--- src/rtl/uer_pkg.sv ---
// Package for the ultrasonic echo ranger: shared widths, register indexes,
// arithmetic constants and the per-tick result record. No dependencies.
package uer_pkg;

  localparam int unsigned CntW     = 17;
  localparam int unsigned TicksW   = 16;
  localparam int unsigned HeightW  = 8;
  localparam int unsigned DistW    = 11;
  localparam int unsigned FillW    = 7;
  localparam int unsigned CfgIdxW  = 8;
  localparam int unsigned CfgDataW = 16;

  localparam int unsigned DivDvdW  = CntW;
  localparam int unsigned DivDvsW  = HeightW;
  localparam int unsigned DivCntW  = $clog2(DivDvdW + 1);

  localparam int unsigned RecipW     = 18;
  localparam int unsigned ProdW      = CntW + RecipW;
  localparam int unsigned RecipShift = 23;

  localparam logic [CfgIdxW-1:0] RegTrigLow  = CfgIdxW'(0);
  localparam logic [CfgIdxW-1:0] RegTrigHigh = CfgIdxW'(1);
  localparam logic [CfgIdxW-1:0] RegTimeout  = CfgIdxW'(2);
  localparam logic [CfgIdxW-1:0] RegHeight   = CfgIdxW'(3);

  localparam logic [TicksW-1:0]  TrigLowRst  = TicksW'(2000);
  localparam logic [TicksW-1:0]  TrigHighRst = TicksW'(10000);
  localparam logic [TicksW-1:0]  TimeoutRst  = TicksW'(50000);
  localparam logic [HeightW-1:0] HeightRst   = HeightW'(15);

  localparam logic [DivDvsW-1:0] UsPerCm  = DivDvsW'(58);
  localparam logic [FillW-1:0]   FillFull = FillW'(100);

  // 2^23 / 58 rounded up. The product shifted right by 23 gives width / 58
  // exactly for every width below 2^17.
  localparam logic [ProdW-1:0]   RecipUsPerCm = ProdW'(144632);

  typedef struct packed {
    logic            trigger;
    logic            busy;
    logic            done;
    logic            timed_out;
    logic            measured;
    logic [CntW-1:0] width;
  } tick_res_t;

endpackage

--- src/rtl/uer_divider.sv ---
// Restoring divider for the echo ranger, one quotient bit per cycle.
// Depends on uer_pkg for its operand widths.
module uer_divider (
  input  logic                         clk_i,
  input  logic                         rst_ni,
  input  logic                         start_i,
  input  logic [uer_pkg::DivDvdW-1:0]  dividend_i,
  input  logic [uer_pkg::DivDvsW-1:0]  divisor_i,
  output logic                         busy_o,
  output logic                         done_o,
  output logic [uer_pkg::DivDvdW-1:0]  quotient_o
);

  logic [uer_pkg::DivDvdW-1:0] work_q;
  logic [uer_pkg::DivDvsW-1:0] rem_q;
  logic [uer_pkg::DivCntW-1:0] cnt_q;
  logic                        busy_q;
  logic                        done_q;

  logic [uer_pkg::DivDvsW:0]   rem_sh;
  logic [uer_pkg::DivDvsW:0]   rem_sub;
  logic                        q_bit;

  assign rem_sh  = {rem_q, work_q[uer_pkg::DivDvdW-1]};
  assign rem_sub = rem_sh - {1'b0, divisor_i};
  assign q_bit   = (rem_sh >= {1'b0, divisor_i});

  always_ff @(posedge clk_i or negedge rst_ni) begin
    if (!rst_ni) begin
      busy_q <= 1'b0;
      done_q <= 1'b0;
      cnt_q  <= '0;
    end else begin
      done_q <= 1'b0;
      if (start_i) begin
        busy_q <= 1'b1;
        cnt_q  <= uer_pkg::DivCntW'(uer_pkg::DivDvdW);
      end else if (busy_q) begin
        cnt_q <= cnt_q - uer_pkg::DivCntW'(1);
        if (cnt_q == uer_pkg::DivCntW'(1)) begin
          busy_q <= 1'b0;
          done_q <= 1'b1;
        end
      end
    end
  end

  always_ff @(posedge clk_i) begin
    if (start_i) begin
      work_q <= dividend_i;
      rem_q  <= '0;
    end else if (busy_q) begin
      work_q <= {work_q[uer_pkg::DivDvdW-2:0], q_bit};
      rem_q  <= q_bit ? rem_sub[uer_pkg::DivDvsW-1:0] : rem_sh[uer_pkg::DivDvsW-1:0];
    end
  end

  assign busy_o     = busy_q;
  assign done_o     = done_q;
  assign quotient_o = work_q;

endmodule

--- src/rtl/uer_timing.sv ---
// Trigger and echo timing sequencer of the echo ranger: phase and tick counter.
// Depends on uer_pkg for widths and the per-tick result record.
module uer_timing (
  input  logic                          clk_i,
  input  logic                          rst_ni,
  input  logic                          step_i,
  input  logic                          start_req_i,
  input  logic                          echo_i,
  input  logic [uer_pkg::TicksW-1:0]    trig_low_ticks_i,
  input  logic [uer_pkg::TicksW-1:0]    trig_high_ticks_i,
  input  logic [uer_pkg::TicksW-1:0]    timeout_ticks_i,
  output uer_pkg::tick_res_t            res_o
);

  typedef enum logic [2:0] {
    PH_IDLE,
    PH_TRIG_LOW,
    PH_TRIG_HIGH,
    PH_WAIT_RISE,
    PH_MEASURE
  } phase_e;

  phase_e                     phase_q, phase_d, phase_eff;
  logic [uer_pkg::CntW-1:0]   cnt_q, cnt_d, cnt_eff, cnt_inc;

  always_comb begin
    phase_eff = phase_q;
    cnt_eff   = cnt_q;
    if (phase_q == PH_IDLE && start_req_i) begin
      phase_eff = PH_TRIG_LOW;
      cnt_eff   = '0;
    end
    cnt_inc = cnt_eff + uer_pkg::CntW'(1);

    phase_d         = phase_eff;
    cnt_d           = cnt_eff;
    res_o           = '0;
    res_o.width     = cnt_inc;
    unique case (phase_eff)
      PH_IDLE: begin
        cnt_d = '0;
      end
      PH_TRIG_LOW: begin
        cnt_d = cnt_inc;
        if (cnt_inc >= {1'b0, trig_low_ticks_i}) begin
          phase_d = PH_TRIG_HIGH;
          cnt_d   = '0;
        end
      end
      PH_TRIG_HIGH: begin
        res_o.trigger = 1'b1;
        cnt_d         = cnt_inc;
        if (cnt_inc >= {1'b0, trig_high_ticks_i}) begin
          phase_d = PH_WAIT_RISE;
          cnt_d   = '0;
        end
      end
      PH_WAIT_RISE: begin
        if (echo_i) begin
          phase_d = PH_MEASURE;
          cnt_d   = '0;
        end else begin
          cnt_d = cnt_inc;
          if (cnt_inc > {1'b0, timeout_ticks_i}) begin
            res_o.done      = 1'b1;
            res_o.timed_out = 1'b1;
            phase_d         = PH_IDLE;
            cnt_d           = '0;
          end
        end
      end
      PH_MEASURE: begin
        cnt_d = cnt_inc;
        if (!echo_i) begin
          res_o.done     = 1'b1;
          res_o.measured = 1'b1;
          phase_d        = PH_IDLE;
          cnt_d          = '0;
        end else if (cnt_inc > {1'b0, timeout_ticks_i}) begin
          res_o.done      = 1'b1;
          res_o.timed_out = 1'b1;
          phase_d         = PH_IDLE;
          cnt_d           = '0;
        end
      end
      default: begin
        phase_d = PH_IDLE;
        cnt_d   = '0;
      end
    endcase
    res_o.busy = (phase_d != PH_IDLE);
  end

  always_ff @(posedge clk_i or negedge rst_ni) begin
    if (!rst_ni) begin
      phase_q <= PH_IDLE;
      cnt_q   <= '0;
    end else if (step_i) begin
      phase_q <= phase_d;
      cnt_q   <= cnt_d;
    end
  end

`ifndef SYNTH
  a_done_ends_busy: assert property (@(posedge clk_i) disable iff (!rst_ni)
    res_o.done |-> !res_o.busy)
    else $error("finishing tick still reports busy");
  a_measure_or_timeout: assert property (@(posedge clk_i) disable iff (!rst_ni)
    res_o.done |-> (res_o.measured != res_o.timed_out))
    else $error("finishing tick is neither a measurement nor a timeout");
  a_hold_without_step: assert property (@(posedge clk_i) disable iff (!rst_ni)
    !step_i |=> $stable(cnt_q))
    else $error("tick counter moved without a tick");
`endif

endmodule

--- src/rtl/ultrasonic_echo_ranger.sv ---
// Ultrasonic echo ranger top level: handshakes, registers, result sequencer.
// Depends on uer_pkg, uer_timing and uer_divider.
//
// Each input request is one microsecond tick and yields exactly one result.
// A tick that yields no new distance passes through the evaluate and output
// states before the next request can be taken. A tick on which the echo falls
// gets its distance (width / 58) from a multiply by a scaled reciprocal in a
// distance state; when the bin height is nonzero and the distance is within
// it, the 17-step divider also forms the fill percentage in a fill state. New
// ticks are taken only while the sequencer is idle; a finished result waits in
// the output register without stalling the next tick, and a full output
// register holds the sequencer until it drains. Configuration writes are
// always accepted.
module ultrasonic_echo_ranger (
  input  logic                           clk_i,
  input  logic                           rst_ni,
  input  logic                           s_axis_tvalid,
  output logic                           s_axis_tready,
  // Bit 0 start_req, bit 1 echo.
  input  logic [7:0]                     s_axis_tdata,
  output logic                           m_axis_tvalid,
  input  logic                           m_axis_tready,
  // From bit 0: trigger, busy_res, done_res, timed_out, distance_cm[10:0],
  // fill_percent[6:0], two zero bits.
  output logic [23:0]                    m_axis_tdata,
  input  logic                           cfg_valid_i,
  output logic                           cfg_ready_o,
  input  logic [uer_pkg::CfgIdxW-1:0]    cfg_index_i,
  input  logic [uer_pkg::CfgDataW-1:0]   cfg_data_i
);

  typedef enum logic [2:0] {
    S_IDLE,
    S_EVAL,
    S_DIST,
    S_FILL,
    S_OUT
  } seq_e;

  seq_e                            state_q;
  logic [uer_pkg::TicksW-1:0]      trig_low_q, trig_high_q, timeout_q;
  logic [uer_pkg::HeightW-1:0]     height_q;
  uer_pkg::tick_res_t              tick_res, tick_q;
  logic [uer_pkg::DistW-1:0]       dist_q;
  logic [uer_pkg::FillW-1:0]       fill_q;
  logic                            out_valid_q;
  logic [23:0]                     out_data_q;
  logic                            div_start_q;
  logic [uer_pkg::DivDvdW-1:0]     div_dvd_q;
  logic [uer_pkg::DivDvsW-1:0]     div_dvs_q;
  logic                            div_busy, div_done;
  logic [uer_pkg::DivDvdW-1:0]     div_quot;
  logic                            in_accept;
  logic [uer_pkg::ProdW-1:0]       width_ext, dist_prod;
  logic [uer_pkg::DistW-1:0]       quot_dist;
  logic [uer_pkg::DivDvdW-1:0]     dist_ext, dist_x100;

  assign s_axis_tready = (state_q == S_IDLE);
  assign in_accept     = s_axis_tvalid && s_axis_tready;
  assign cfg_ready_o   = 1'b1;

  uer_timing u_timing (
    .clk_i             (clk_i),
    .rst_ni            (rst_ni),
    .step_i            (in_accept),
    .start_req_i       (s_axis_tdata[0]),
    .echo_i            (s_axis_tdata[1]),
    .trig_low_ticks_i  (trig_low_q),
    .trig_high_ticks_i (trig_high_q),
    .timeout_ticks_i   (timeout_q),
    .res_o             (tick_res)
  );

  uer_divider u_divider (
    .clk_i      (clk_i),
    .rst_ni     (rst_ni),
    .start_i    (div_start_q),
    .dividend_i (div_dvd_q),
    .divisor_i  (div_dvs_q),
    .busy_o     (div_busy),
    .done_o     (div_done),
    .quotient_o (div_quot)
  );

  assign width_ext = uer_pkg::ProdW'(tick_q.width);
  assign dist_prod = width_ext * uer_pkg::RecipUsPerCm;
  assign quot_dist = dist_prod[uer_pkg::RecipShift +: uer_pkg::DistW];
  assign dist_ext  = uer_pkg::DivDvdW'(dist_q);
  assign dist_x100 = (dist_ext << 6) + (dist_ext << 5) + (dist_ext << 2);

  always_ff @(posedge clk_i or negedge rst_ni) begin
    if (!rst_ni) begin
      trig_low_q  <= uer_pkg::TrigLowRst;
      trig_high_q <= uer_pkg::TrigHighRst;
      timeout_q   <= uer_pkg::TimeoutRst;
      height_q    <= uer_pkg::HeightRst;
    end else if (cfg_valid_i) begin
      unique case (cfg_index_i)
        uer_pkg::RegTrigLow:  trig_low_q  <= cfg_data_i;
        uer_pkg::RegTrigHigh: trig_high_q <= cfg_data_i;
        uer_pkg::RegTimeout:  timeout_q   <= cfg_data_i;
        uer_pkg::RegHeight:   height_q    <= cfg_data_i[uer_pkg::HeightW-1:0];
        default: ;
      endcase
    end
  end

  always_ff @(posedge clk_i) begin
    if (in_accept) begin
      tick_q <= tick_res;
    end
  end

  always_ff @(posedge clk_i or negedge rst_ni) begin
    if (!rst_ni) begin
      state_q     <= S_IDLE;
      dist_q      <= '0;
      fill_q      <= '0;
      out_valid_q <= 1'b0;
      out_data_q  <= '0;
      div_start_q <= 1'b0;
      div_dvd_q   <= '0;
      div_dvs_q   <= '0;
    end else begin
      div_start_q <= 1'b0;
      if (out_valid_q && m_axis_tready && state_q != S_OUT) begin
        out_valid_q <= 1'b0;
      end
      unique case (state_q)
        S_IDLE: begin
          if (in_accept) begin
            state_q <= S_EVAL;
          end
        end
        S_EVAL: begin
          if (tick_q.measured) begin
            dist_q  <= quot_dist;
            state_q <= S_DIST;
          end else begin
            if (tick_q.timed_out) begin
              dist_q <= '0;
              fill_q <= '0;
            end
            state_q <= S_OUT;
          end
        end
        S_DIST: begin
          if (height_q != '0 && dist_q <= uer_pkg::DistW'(height_q)) begin
            div_dvd_q   <= dist_x100;
            div_dvs_q   <= height_q;
            div_start_q <= 1'b1;
            state_q     <= S_FILL;
          end else begin
            fill_q  <= '0;
            state_q <= S_OUT;
          end
        end
        S_FILL: begin
          if (div_done) begin
            fill_q  <= uer_pkg::FillFull - div_quot[uer_pkg::FillW-1:0];
            state_q <= S_OUT;
          end
        end
        S_OUT: begin
          if (!out_valid_q || m_axis_tready) begin
            out_valid_q <= 1'b1;
            out_data_q  <= {2'b00, fill_q, dist_q, tick_q.timed_out, tick_q.done,
                            tick_q.busy, tick_q.trigger};
            state_q     <= S_IDLE;
          end
        end
        default: state_q <= S_IDLE;
      endcase
    end
  end

  assign m_axis_tvalid = out_valid_q;
  assign m_axis_tdata  = out_data_q;

`ifndef SYNTH
  a_ready_div_idle: assert property (@(posedge clk_i) disable iff (!rst_ni)
    s_axis_tready |-> !div_busy)
    else $error("input taken while the divider is working");
  a_one_at_a_time: assert property (@(posedge clk_i) disable iff (!rst_ni)
    in_accept |=> !s_axis_tready)
    else $error("second tick taken before the first result was built");
  a_timeout_with_done: assert property (@(posedge clk_i) disable iff (!rst_ni)
    m_axis_tvalid && m_axis_tdata[3] |-> m_axis_tdata[2] && !m_axis_tdata[1])
    else $error("timeout flag without a finished measurement");
  a_fill_range: assert property (@(posedge clk_i) disable iff (!rst_ni)
    m_axis_tvalid |-> (m_axis_tdata[21:15] <= uer_pkg::FillFull))
    else $error("fill percentage above one hundred");
`endif

endmodule

--- config.mk ---
export PLATFORM = sky130hd
export DESIGN_NAME = ultrasonic_echo_ranger
export DESIGN_NICKNAME = d
export VERILOG_FILES = /design/src/rtl/uer_pkg.sv /design/src/rtl/uer_divider.sv /design/src/rtl/uer_timing.sv /design/src/rtl/ultrasonic_echo_ranger.sv
export SDC_FILE = /design/constraint.sdc
export NUM_CORES = 1
export LEC_CHECK = 0
export ABC_AREA = 1
export BUFFER_PORTS_ARGS = -buffer_cell sky130_fd_sc_hd__buf_2
export CAP_MARGIN = 5
export CORE_ASPECT_RATIO = 1.5
export CORE_MARGIN = 5
export CORE_UTILIZATION = 40
export DETAILED_ROUTE_END_ITERATION = 16
export GPL_TIMING_DRIVEN = 0
export PLACE_DENSITY = 0.55
export SLEW_MARGIN = 10
export SYNTH_ARGS = -nofsm -noshare
export SYNTH_HDL_FRONTEND = slang
export SYNTH_SLANG_ARGS = --single-unit
--- constraint.sdc ---
create_clock -name clk_i -period 9.1 [get_ports clk_i]
set_input_delay 0.455 -clock clk_i [delete_from_list [all_inputs] [get_ports clk_i]]
set_output_delay 0.455 -clock clk_i [all_outputs]
set_load 0.05 [all_outputs]
==> results of run 1 <==
-- sequential cells by signal (all words and copies together) (netlist names), 11 cells and up --
signal and count:
timeout_q 16, dist_q 11, trig_high_q 16, trig_low_q 16, m_axis_tdata 22, div_dvd_q 15, tick_q 22, u_divider.quotient_o 17
u_timing.cnt_q 17
-- worst reg2reg max path, cell delays in order (launching register included) --
cell and delay, ns:
edfxtp_1 0.65, fa_1 0.62, inv_1 0.05, fa_1 0.48, inv_1 0.06, fa_1 0.53, fa_1 0.46, fa_1 0.55
inv_1 0.06, fa_1 0.53, inv_1 0.04, ha_1 0.35, nand2_1 0.11, nor2_1 0.10, and2_1 0.26, nand4_1 0.18
nand3_1 0.26, a21oi_1 0.14, o21bai_1 0.20, nand2_1 0.07, nand2_1 0.06, o22ai_1 0.06
-- stage by stage --
step           hold WS (ns)  setup slack [ns]  utilization  instance area [µm²]
3_3_place_gp         0.4398             3.174       0.4267                16820
5_1_grt              0.2660             2.876       0.4425                17440
3_5_place_dp         0.4584             3.129       0.4277                16860
2_1_floorplan        0.1594             4.009            -                15930
6_report             0.2673             3.158       0.4425                17440
4_1_cts              0.2510             3.128       0.4425                17440
-- cell usage in the layout (no fill, tap or decap), types with 5 or more instances in the layout --
cell / Yosys / layout
a21oi_1: 77 / 77
a31oi_1: 5 / 5
buf_2: 2 / 55
clkbuf_1: 23 / 23
clkbuf_16: 0 / 17
dfrtp_1: 130 / 130
dfstp_2: 21 / 21
dfxtp_1: 8 / 8
edfxtp_1: 39 / 39
fa_1: 102 / 102
ha_1: 203 / 203
inv_1: 429 / 429
inv_8: 0 / 8
mux2_2: 6 / 6
nand2_1: 416 / 416
nand2_2: 10 / 10
nand3_1: 36 / 36
nand3b_1: 7 / 7
nand4_1: 15 / 15
nor2_1: 101 / 101
nor3_1: 19 / 19
nor4_1: 5 / 5
o21ai_0: 160 / 160
o21bai_1: 6 / 6
xnor2_1: 6 / 6
xor2_1: 17 / 17
-- how the worst max path moves through the flow --
stage,endpoint,start
after detailed placement,dist_q[4],tick_q[11]
after global routing,dist_q[6],tick_q[11]
after CTS,dist_q[4],tick_q[11]
after global placement,dist_q[4],tick_q[11]
final,dist_q[6],tick_q[10]
after floorplan,dist_q[4],tick_q[11]
-- per-layer routing --
metal  vias up  GRT usage  wire length, µm
met4         0    0.06047              995
met2       131     0.3574            21160
met5         -          0                0
met3        49    0.01942              662
met1      5824     0.2111            16280
li1       6132          -                -
-- logic make-up (layout without fill, tap and decap cells) --
group,after synthesis,after routing
flops,198,198
mux,6,6
fa+ha+maj,305,305
buf+inv,462,550
compound gates,278,278
other cells,2,3
simple gates,629,629
xor+xnor,23,23
-- layout make-up --
type                    instances  area, µm²  area share
flip-flops and latches        198       5136      0.2945
well taps                     500      625.6     0.03587
repair buffers                 56      317.8     0.01822
clock buffers                  17      425.4     0.02439
clock inverters                15      146.4    0.008393
plain buffers                  30      148.9    0.008537
multi-input cells            1244       9020      0.5171
inverters                     432       1622     0.09297
-- timing repair --
| action | 4_1_cts | 5_1_grt |
|---|---|---|
| hold buffers | 1 | 0 |
| setup buffers | 0 | 0 |
| endpoints found under the hold margin | 40 | 0 |
==> metrics, run 1 <==
Vias=about 12000; Async S/R FF share, synth=0.7626; Diodes inserted=0; Worst R2R Path Depth=21; total congestion overflow=0; clk buf depth=2; WS Path Type=register to register; Yosys cell types=55; Final Max Tran Viols=0; Levels on crit path=21; Detailed Route Iter0 Violations=419; CTS buffer count=17; Post-synth EDFFs=39; Critical Path AT=between 6 and 7 ns; status=completed; placed wire-length estimate=~32000 µm; synth warn=0; layout cells sized above 1=0.07430; R2R Path End=dist_q[6]; Reg-to-Reg Start=tick_q[10]; worst skew pair latency=roughly 0.46 ns; Final Non-Filler Cells=between 2000 and 2500; Worst Hold Class=input pin to register; Worst Hold End=timeout_q[14]; Fin. Hold Viols=0; maxcap violations=0; Worst Skew=~0.011 ns; Critical Path End Type=register; Avg Synthesized Cell Area=about 8.4 µm²; Avg Vias per Cell=between 4 and 5; top-count cell post-synth=inv_1; Area growth, synth to finish=9.539%; wire per inst=15.69 µm; Critical-path top delay cell=edfxtp_1; Final nets=roughly 2300; Slew HR=0.3140; Post-Synth XOR/XNOR Area=0.01265; multiplexer share of the synthesized area=0.004243; fin crit share=0.6530; RSZ-0062 raised after global routing=no; area share of the largest cell type after synthesis=0.2043; H-tree levels=4; Synth Area in Adders=0.2878; Worst setup SP type=register; Die Ht=approximately 250 µm; Core Footprint=39420 µm²; fin crit period=5.942 ns; ys flop type=dfrtp_1; # IOs=64; Row Count=89; most common library cells after synthesis=inv_1, nand2_1, ha_1; CP max stage delay=~0.65 ns; HP Start=cfg_data_i[14]; crit path max fanout=7; TritonCTS clock tree=built; Seq/Total Area, Yosys=0.3226; final wirelength=39100 µm; # setup viols final=0; Fmax achieved=roughly 170 MHz; Crit path top cell by count=fa_1; Least-Margin Pin Slew=1.021 ns; Clk pin slew, worst setup/hold paths=approximately 0.080 ns; CP Cell Sequence=fa_1 > inv_1 > fa_1 > inv_1 > fa_1 > fa_1 > fa_1 > inv_1 > fa_1 > inv_1 > ha_1 > nand2_1 > nor2_1 > and2_1 > nand4_1 > nand3_1 > a21oi_1 > o21bai_1 > nand2_1 > nand2_1 > o22ai_1; fillers=just over 4000; GP Congestion=between 0.9 and 1; Synth Area in Compound Gates=0.09540; DRC errors left=0; largest family of logic cells by synthesized area=adder cells; die area=43980 µm²; number of gates resized after CTS=0; length of the first detailed-routing pass in iterations=5; Yosys reg bits=between 150 and 200; Mapped Cells=roughly 1900; vias in the first global route=12833; WHS Path Cells=3; ANT nets after route=0; root buffer cell=clkbuf_16; largest net degree at the start of global routing=78; Sum Neg Setup Slack=0 ns; PortBufs=between 50 and 60; reg2reg setup slack=between 3 and 4 ns; Simple-Gate Fraction of Synth Area=0.1657; delay-heaviest family, CP=adder cells; crit path buf inv count=4; first-pass GRT wire length=64830 µm; initial antenna violation count=0; critical path data required time=9.43 ns; total placed cells including tap cells=2459; Clock Sink Count=198; dominant cell type by area after synthesis=dfrtp_1; GR Util All Layers=0.1840; Die W=around 170 µm; top post-synthesis cells by area=dfrtp_1, ha_1, fa_1, inv_1, nand2_1; synthesized area=around 16000 µm²; starting density of the core=0.4039
Power of run 1 is not shown: default switching activity piles up to over one toggle a cycle in this logic, so the estimate is an artifact.
==> run 2: changes to the inputs <==
==> constraint.sdc (replaced) <==
create_clock -name clk_i -period 5.7 [get_ports clk_i]
set_input_delay 0.285 -clock clk_i [delete_from_list [all_inputs] [get_ports clk_i]]
set_output_delay 0.285 -clock clk_i [all_outputs]
set_load 0.05 [all_outputs]
==> metrics, run 2 (same netlist as run 1, synthesis figures left out) <==
vias in the first global route=12959 (was 12833); starting density of the core=0.4039 (unchanged); HP Start=cfg_data_i[14] (unchanged); TritonCTS clock tree=built (unchanged); critical path data required time=6.04 ns (was 9.43 ns); Worst R2R Path Depth=22 (was 21); # setup viols final=0 (unchanged); crit path max fanout=5 (was 7); register area=5136 µm² (unchanged); top flop regs=m_axis_tdata: 22 flops, tick_q: 22 flops (unchanged); # IOs=64 (unchanged); WHS Path Cells=3 (unchanged); first-pass GRT wire length=65270 µm (was 64830 µm); H-tree levels=4 (unchanged); die area=43980 µm² (unchanged); fillers=4031 (was 4047); Worst Hold Class=input pin to register (unchanged); root buffer cell=clkbuf_16 (unchanged); Fin. Hold Viols=0 (unchanged); final worst slack=0.1578 ns (was 3.158 ns); PortBufs=54 (unchanged); initial antenna violation count=0 (unchanged); Reg-to-Reg Start=tick_q[11] (was tick_q[10]); clk buf depth=2 (unchanged); placed wire-length estimate=32270 µm (unchanged); GP Congestion=0.9115 (unchanged); Final nets=2344 (was 2321); Worst Skew=0.01125 ns (was 0.01064 ns); Critical Path End Type=register (unchanged); dpl ws=-0.2710 ns (was 3.129 ns); length of the first detailed-routing pass in iterations=4 (was 5); status=completed (unchanged); Clk pin slew, worst setup/hold paths=0.08 ns (about the same); maxcap violations=0 (unchanged); WS Path Type=register to register (unchanged); crit path launch=tick_q[11] (was tick_q[10]); Area growth, synth to finish=11.20% (was 9.539%); DRC errors left=0 (unchanged); layout cells sized above 1=0.09132 (was 0.07430); Slew HR=0.3114 (was 0.3140); Final Max Tran Viols=0 (unchanged); Clock Sink Count=198 (unchanged); Vias=12268 (was 12136); R2R Path End=dist_q[6] (unchanged); multi-input logic area=9095 µm² (was 9020 µm²); total congestion overflow=0 (unchanged); most frequent cells in the layout=inv_1, nand2_1, ha_1, o21ai_0, dfrtp_1 (unchanged); Die Ht=254.4 µm (unchanged); Diodes inserted=0 (unchanged); largest net degree at the start of global routing=78 (unchanged); hold_ws=0.09543 ns (was 0.2673 ns); Die W=172.9 µm (unchanged); Worst Hold End=timeout_q[14] (unchanged); final wirelength=39430 µm (was 39100 µm); Least-Margin Pin Slew=1.025 ns (was 1.021 ns); reg2reg setup slack=0.16 ns (was 3.16 ns); Fmax achieved=180.4 MHz (was 168.3 MHz); RSZ-0062 raised after global routing=yes (was no); Avg Vias per Cell=4.878 (was 4.870); wire per inst=15.68 µm (was 15.69 µm); CTS buffer count=17 (unchanged); fin crit share=0.9723 (was 0.6530); Worst setup SP type=register (unchanged); Row Count=89 (unchanged); worst skew pair latency=0.46 ns (about the same); fin crit period=5.542 ns (was 5.942 ns); Detailed Route Iter0 Violations=436 (was 419); Critical Path AT=5.88 ns (was 6.28 ns); ANT nets after route=0 (unchanged); GR Util All Layers=0.1851 (was 0.1840); most common cell after layout, fill and taps aside=inv_1 (unchanged); Core Footprint=39420 µm² (unchanged)
## run 2: cell types whose count changed in the layout (fill, tap and decap cells not counted), moves of 3 or more
| cell | delta |
|---|---|
| ha_4 | +3 |
| ha_1 | -3 |
| buf_4 | +21 |
| a21oi_2 | +5 |
| a21oi_1 | -5 |
## run 2: layer usage
layer / share of wire / global-route usage / vias up
met4: 0.028 / 0.06298 / 0
li1: - / - / 6182
met5: 0 / 0 / -
met3: 0.020 / 0.01942 / 56
met2: 0.54 / 0.3594 / 153
met1: 0.41 / 0.2115 / 5877
## run 2: repair_timing
| action | 4_1_cts | 5_1_grt |
|---|---|---|
| pin swaps | 0 | 9 |
| hold buffers | 1 | 0 |
| gates resized for setup | 2 | 16 |
| setup buffers | 20 | 3 |
| setup endpoints to repair | 3 | 7 |
| hold endpoints to repair | 76 | 0 |
## run 2: cell type report
type	instances	share of cell area
buffer	30	0.008409
clock buffer	17	0.02403
multi-input combinational	1244	0.5137
sequential	198	0.2901
tap	500	0.03533
inverter	432	0.09158
clock inverter	15	0.008268
timing repair buffer	79	0.02862
## run 2: worst max path at each step
stage / end / slack, ns / cells past startpoint
floorplan: dist_q[4] / 0.61 / 19
global placement: dist_q[4] / -0.23 / 19
detailed placement: dist_q[4] / -0.27 / 19
CTS: dist_q[6] / 0.03 / 21
global route: dist_q[6] / -0.01 / 22
finish: dist_q[6] / 0.16 / 22
## run 2: critical path: stages (launching register included)
cell	delay, ns
edfxtp_1	0.52
buf_6	0.18
fa_1	0.49
inv_1	0.05
fa_1	0.48
inv_1	0.05
fa_1	0.47
fa_1	0.51
fa_1	0.55
inv_1	0.06
fa_1	0.54
inv_1	0.07
ha_4	0.29
nand2_1	0.08
nor2_1	0.11
and2_4	0.19
nand4_1	0.17
nand3_2	0.17
a21oi_2	0.09
o21bai_2	0.17
nand2_1	0.06
nand2_1	0.06
o22ai_1	0.06
## run 2: metrics by stage
stage | area [µm²] | util | setup TNS, ns | std cells
2_1_floorplan | 15930 | - | 0 | 1904
6_report | 17710 | 0.4492 | 0 | 2515
4_1_cts | 17610 | 0.4468 | 0 | 2512
3_5_place_dp | 16860 | 0.4277 | -0.4947 | 2459
3_3_place_gp | 16820 | 0.4267 | -0.4176 | 2458
5_1_grt | 17710 | 0.4492 | -0.01514 | 2515
Power of run 2 is left out for the same reason.
==> run 3: changes to the inputs <==
--- a/config.mk
+++ b/config.mk
@@ -5,7 +5,7 @@
 export SDC_FILE = /design/constraint.sdc
 export NUM_CORES = 1
 export LEC_CHECK = 0
-export ABC_AREA = 1
+export ABC_AREA = 0
 export BUFFER_PORTS_ARGS = -buffer_cell sky130_fd_sc_hd__buf_2
 export CAP_MARGIN = 5
 export CORE_ASPECT_RATIO = 1.5
==> metrics, run 3 <==
most common library cells after synthesis=inv_1, ha_1, dfrtp_1 (was inv_1, nand2_1, ha_1); final worst slack=-0.09485 ns (was 0.1578 ns); Diodes inserted=0 (unchanged); Yosys reg bits=198 (unchanged); ANT nets after route=0 (unchanged); largest net degree at the start of global routing=80 (was 78); fin crit period=5.795 ns (was 5.542 ns); ys flop type=dfrtp_1 (unchanged); root buffer cell=clkbuf_16 (unchanged); H-tree levels=4 (unchanged); Die Ht=248.7 µm (was 254.4 µm); Seq/Total Area, Yosys=0.3380 (was 0.3226); Fin. Hold Viols=0 (unchanged); # setup viols final=5 (was 0); Worst Hold Class=input pin to register (unchanged); most common cell after layout, fill and taps aside=inv_1 (unchanged); Slew HR=0.2807 (was 0.3114); Clock Sink Count=198 (unchanged); Least-Margin Pin Slew=1.078 ns (was 1.025 ns); Yosys cell types=70 (was 55); total congestion overflow=0 (unchanged); Detailed Route Iter0 Violations=428 (was 436); Core Footprint=37550 µm² (was 39420 µm²); placed wire-length estimate=29660 µm (was 32270 µm); first-pass GRT wire length=60380 µm (was 65270 µm); Critical-path top delay cell=fa_1 (unchanged); dominant cell type by area after synthesis=dfrtp_1 (unchanged); vias in the first global route=11457 (was 12959); crit path buf inv count=5 (unchanged); CP Cell Sequence=buf_6 > fa_1 > inv_1 > fa_1 > inv_2 > fa_1 > fa_1 > fa_1 > inv_1 > fa_1 > inv_2 > ha_4 > a211o_1 > a211oi_2 > a21bo_2 > a211o_1 > a2111oi_4 > nor3_2 > xnor2_2 > o21ai_1 (was buf_6 > fa_1 > inv_1 > fa_1 > inv_1 > fa_1 > fa_1 > fa_1 > inv_1 > fa_1 > inv_1 > ha_4 > nand2_1 > nor2_1 > and2_4 > nand4_1 > nand3_2 > a21oi_2 > o21bai_2 > nand2_1 > nand2_1 > o22ai_1); Vias=10737 (was 12268); DRC errors left=0 (unchanged); final wirelength=36830 µm (was 39430 µm); fin crit share=1.017 (was 0.9723); area share of the largest cell type after synthesis=0.2141 (was 0.2043); layout cells sized above 1=0.1765 (was 0.09132); Row Count=87 (was 89); Fmax achieved=172.6 MHz (was 180.4 MHz); Final Max Tran Viols=0 (unchanged); most frequent cells in the layout=inv_1, ha_1, dfrtp_1, fa_1, nand2_1 (was inv_1, nand2_1, ha_1, o21ai_0, dfrtp_1); worst skew pair latency=0.45 ns (was 0.46 ns); clk buf depth=2 (unchanged); Post-synth EDFFs=39 (unchanged); Area growth, synth to finish=14.18% (was 11.20%); critical path data required time=6.02 ns (was 6.04 ns); Avg Synthesized Cell Area=10.25 µm² (was 8.367 µm²); Die W=169.1 µm (was 172.9 µm); hold_ws=0.08382 ns (was 0.09543 ns); TritonCTS clock tree=built (unchanged); CP max stage delay=0.55 ns (about the same); Critical Path End Type=register (unchanged); Clk pin slew, worst setup/hold paths=0.08 ns (about the same); top flop regs=m_axis_tdata: 22 flops, tick_q: 22 flops (unchanged); PortBufs=54 (unchanged); Async S/R FF share, synth=0.7626 (unchanged); top post-synthesis cells by area=dfrtp_1, ha_1, fa_1, edfxtp_1, inv_1 (was dfrtp_1, ha_1, fa_1, inv_1, nand2_1); WHS Path Cells=3 (unchanged); GP Congestion=0.9001 (was 0.9115); die area=42070 µm² (was 43980 µm²); Mapped Cells=1483 (was 1903); wire per inst=17.55 µm (was 15.68 µm); Final nets=1938 (was 2344); # IOs=64 (unchanged); Sum Neg Setup Slack=-0.3238 ns (was 0 ns); GR Util All Layers=0.1804 (was 0.1851); delay-heaviest family, CP=adder cells (unchanged); Crit path top cell by count=fa_1 (unchanged); Worst R2R Path Depth=20 (was 22); CTS buffer count=17 (unchanged); fillers=3613 (was 4031); failing checks=setup timing; status=finished, violations left (was completed); Worst setup SP type=register (unchanged); initial antenna violation count=1 (was 0); Avg Vias per Cell=5.118 (was 4.878); RSZ-0062 raised after global routing=yes (unchanged); maxcap violations=0 (unchanged); length of the first detailed-routing pass in iterations=5 (was 4); starting density of the core=0.4046 (was 0.4039); top-count cell post-synth=inv_1 (unchanged); synthesized area=15200 µm² (was 15920 µm²); synth warn=0 (unchanged); Worst Skew=0.02072 ns (was 0.01125 ns); crit path max fanout=2 (was 5); Critical Path AT=6.11 ns (was 5.88 ns); Levels on crit path=20 (was 22); WS Path Type=register to register (unchanged)
run 3: changes by cell type after synthesis, sizes merged, moves of 11 or more:
cell	delta
o41ai	+11
o21ai	-62
a211oi	+15
xnor2	+20
inv	-135
nor2	-44
mux2	+74
nand2	-332
nand3	-12
a21oi	-34
run 3: path summary, 6_finish.rpt:
path                                     from                  to  slack, ns
hold / removal                 cfg_data_i[10]      trig_low_q[10]       0.08
setup reg to reg                   tick_q[11]           dist_q[1]      -0.09
hold reg to reg            u_divider.rem_q[7]  u_divider.rem_q[7]       0.47
min in group asynchronous              rst_ni       timeout_q[11]       0.39
max in group asynchronous              rst_ni         height_q[3]       4.46
setup / recovery                   tick_q[11]           dist_q[1]      -0.09
run 3: layout make-up:
type	count	area (µm²)	share of cell area
clock inverters	14	201.4	0.01161
multi-input cells	953	9057	0.5220
clock buffers	18	439.2	0.02531
plain buffers	38	158.9	0.009158
flip-flops and latches	198	5136	0.2960
inverters	295	1107	0.06382
repair buffers	93	638.1	0.03678
well taps	489	611.8	0.03526
run 3: routing by layer:
layer	global-route usage	share of wire
met2	0.3271	0.54
met4	0.07848	0.041
met1	0.2111	0.40
met3	0.02302	0.018
met5	0	0
run 3: worst register-to-register path: stages, from the launching register on:
cell and delay [ns]:
edfxtp_1 0.41, buf_6 0.15, fa_1 0.52, inv_1 0.05, fa_1 0.55, inv_2 0.05, fa_1 0.49, fa_1 0.43
fa_1 0.49, inv_1 0.05, fa_1 0.50, inv_2 0.05, ha_4 0.21, a211o_1 0.26, a211oi_2 0.14, a21bo_2 0.26
a211o_1 0.32, a2111oi_4 0.33, nor3_2 0.09, xnor2_2 0.23, o21ai_1 0.11
run 3: timing repair:
action | in CTS | in global routing
hold buffers | 1 | 0
gates resized for setup | 29 | 31
pin swaps | 32 | 20
endpoints found under the setup margin | 26 | 26
hold endpoints to repair | 54 | 0
buffers inserted | 31 | 6
run 3: stage by stage:
step                std cells  setup WS (ns)  area [µm²]    util
floorplan                1484       -0.05880       15210       -
global placement         2027        -0.8056       16090  0.4284
detailed placement       2028        -0.8166       16130  0.4294
CTS                      2092        -0.1519       17170  0.4573
global route             2098        -0.2900       17350  0.4620
finish                   2098       -0.09485       17350  0.4620
run 3: cells by family after synthesis:
group / share of synthesized area
compound gates: 0.1019
xor+xnor: 0.02363
fa+ha+maj: 0.3015
other cells: 0.0004942
flops: 0.3380
buf+inv: 0.08333
simple gates: 0.08794
mux: 0.06324
Power of run 3 is left out for the same reason.
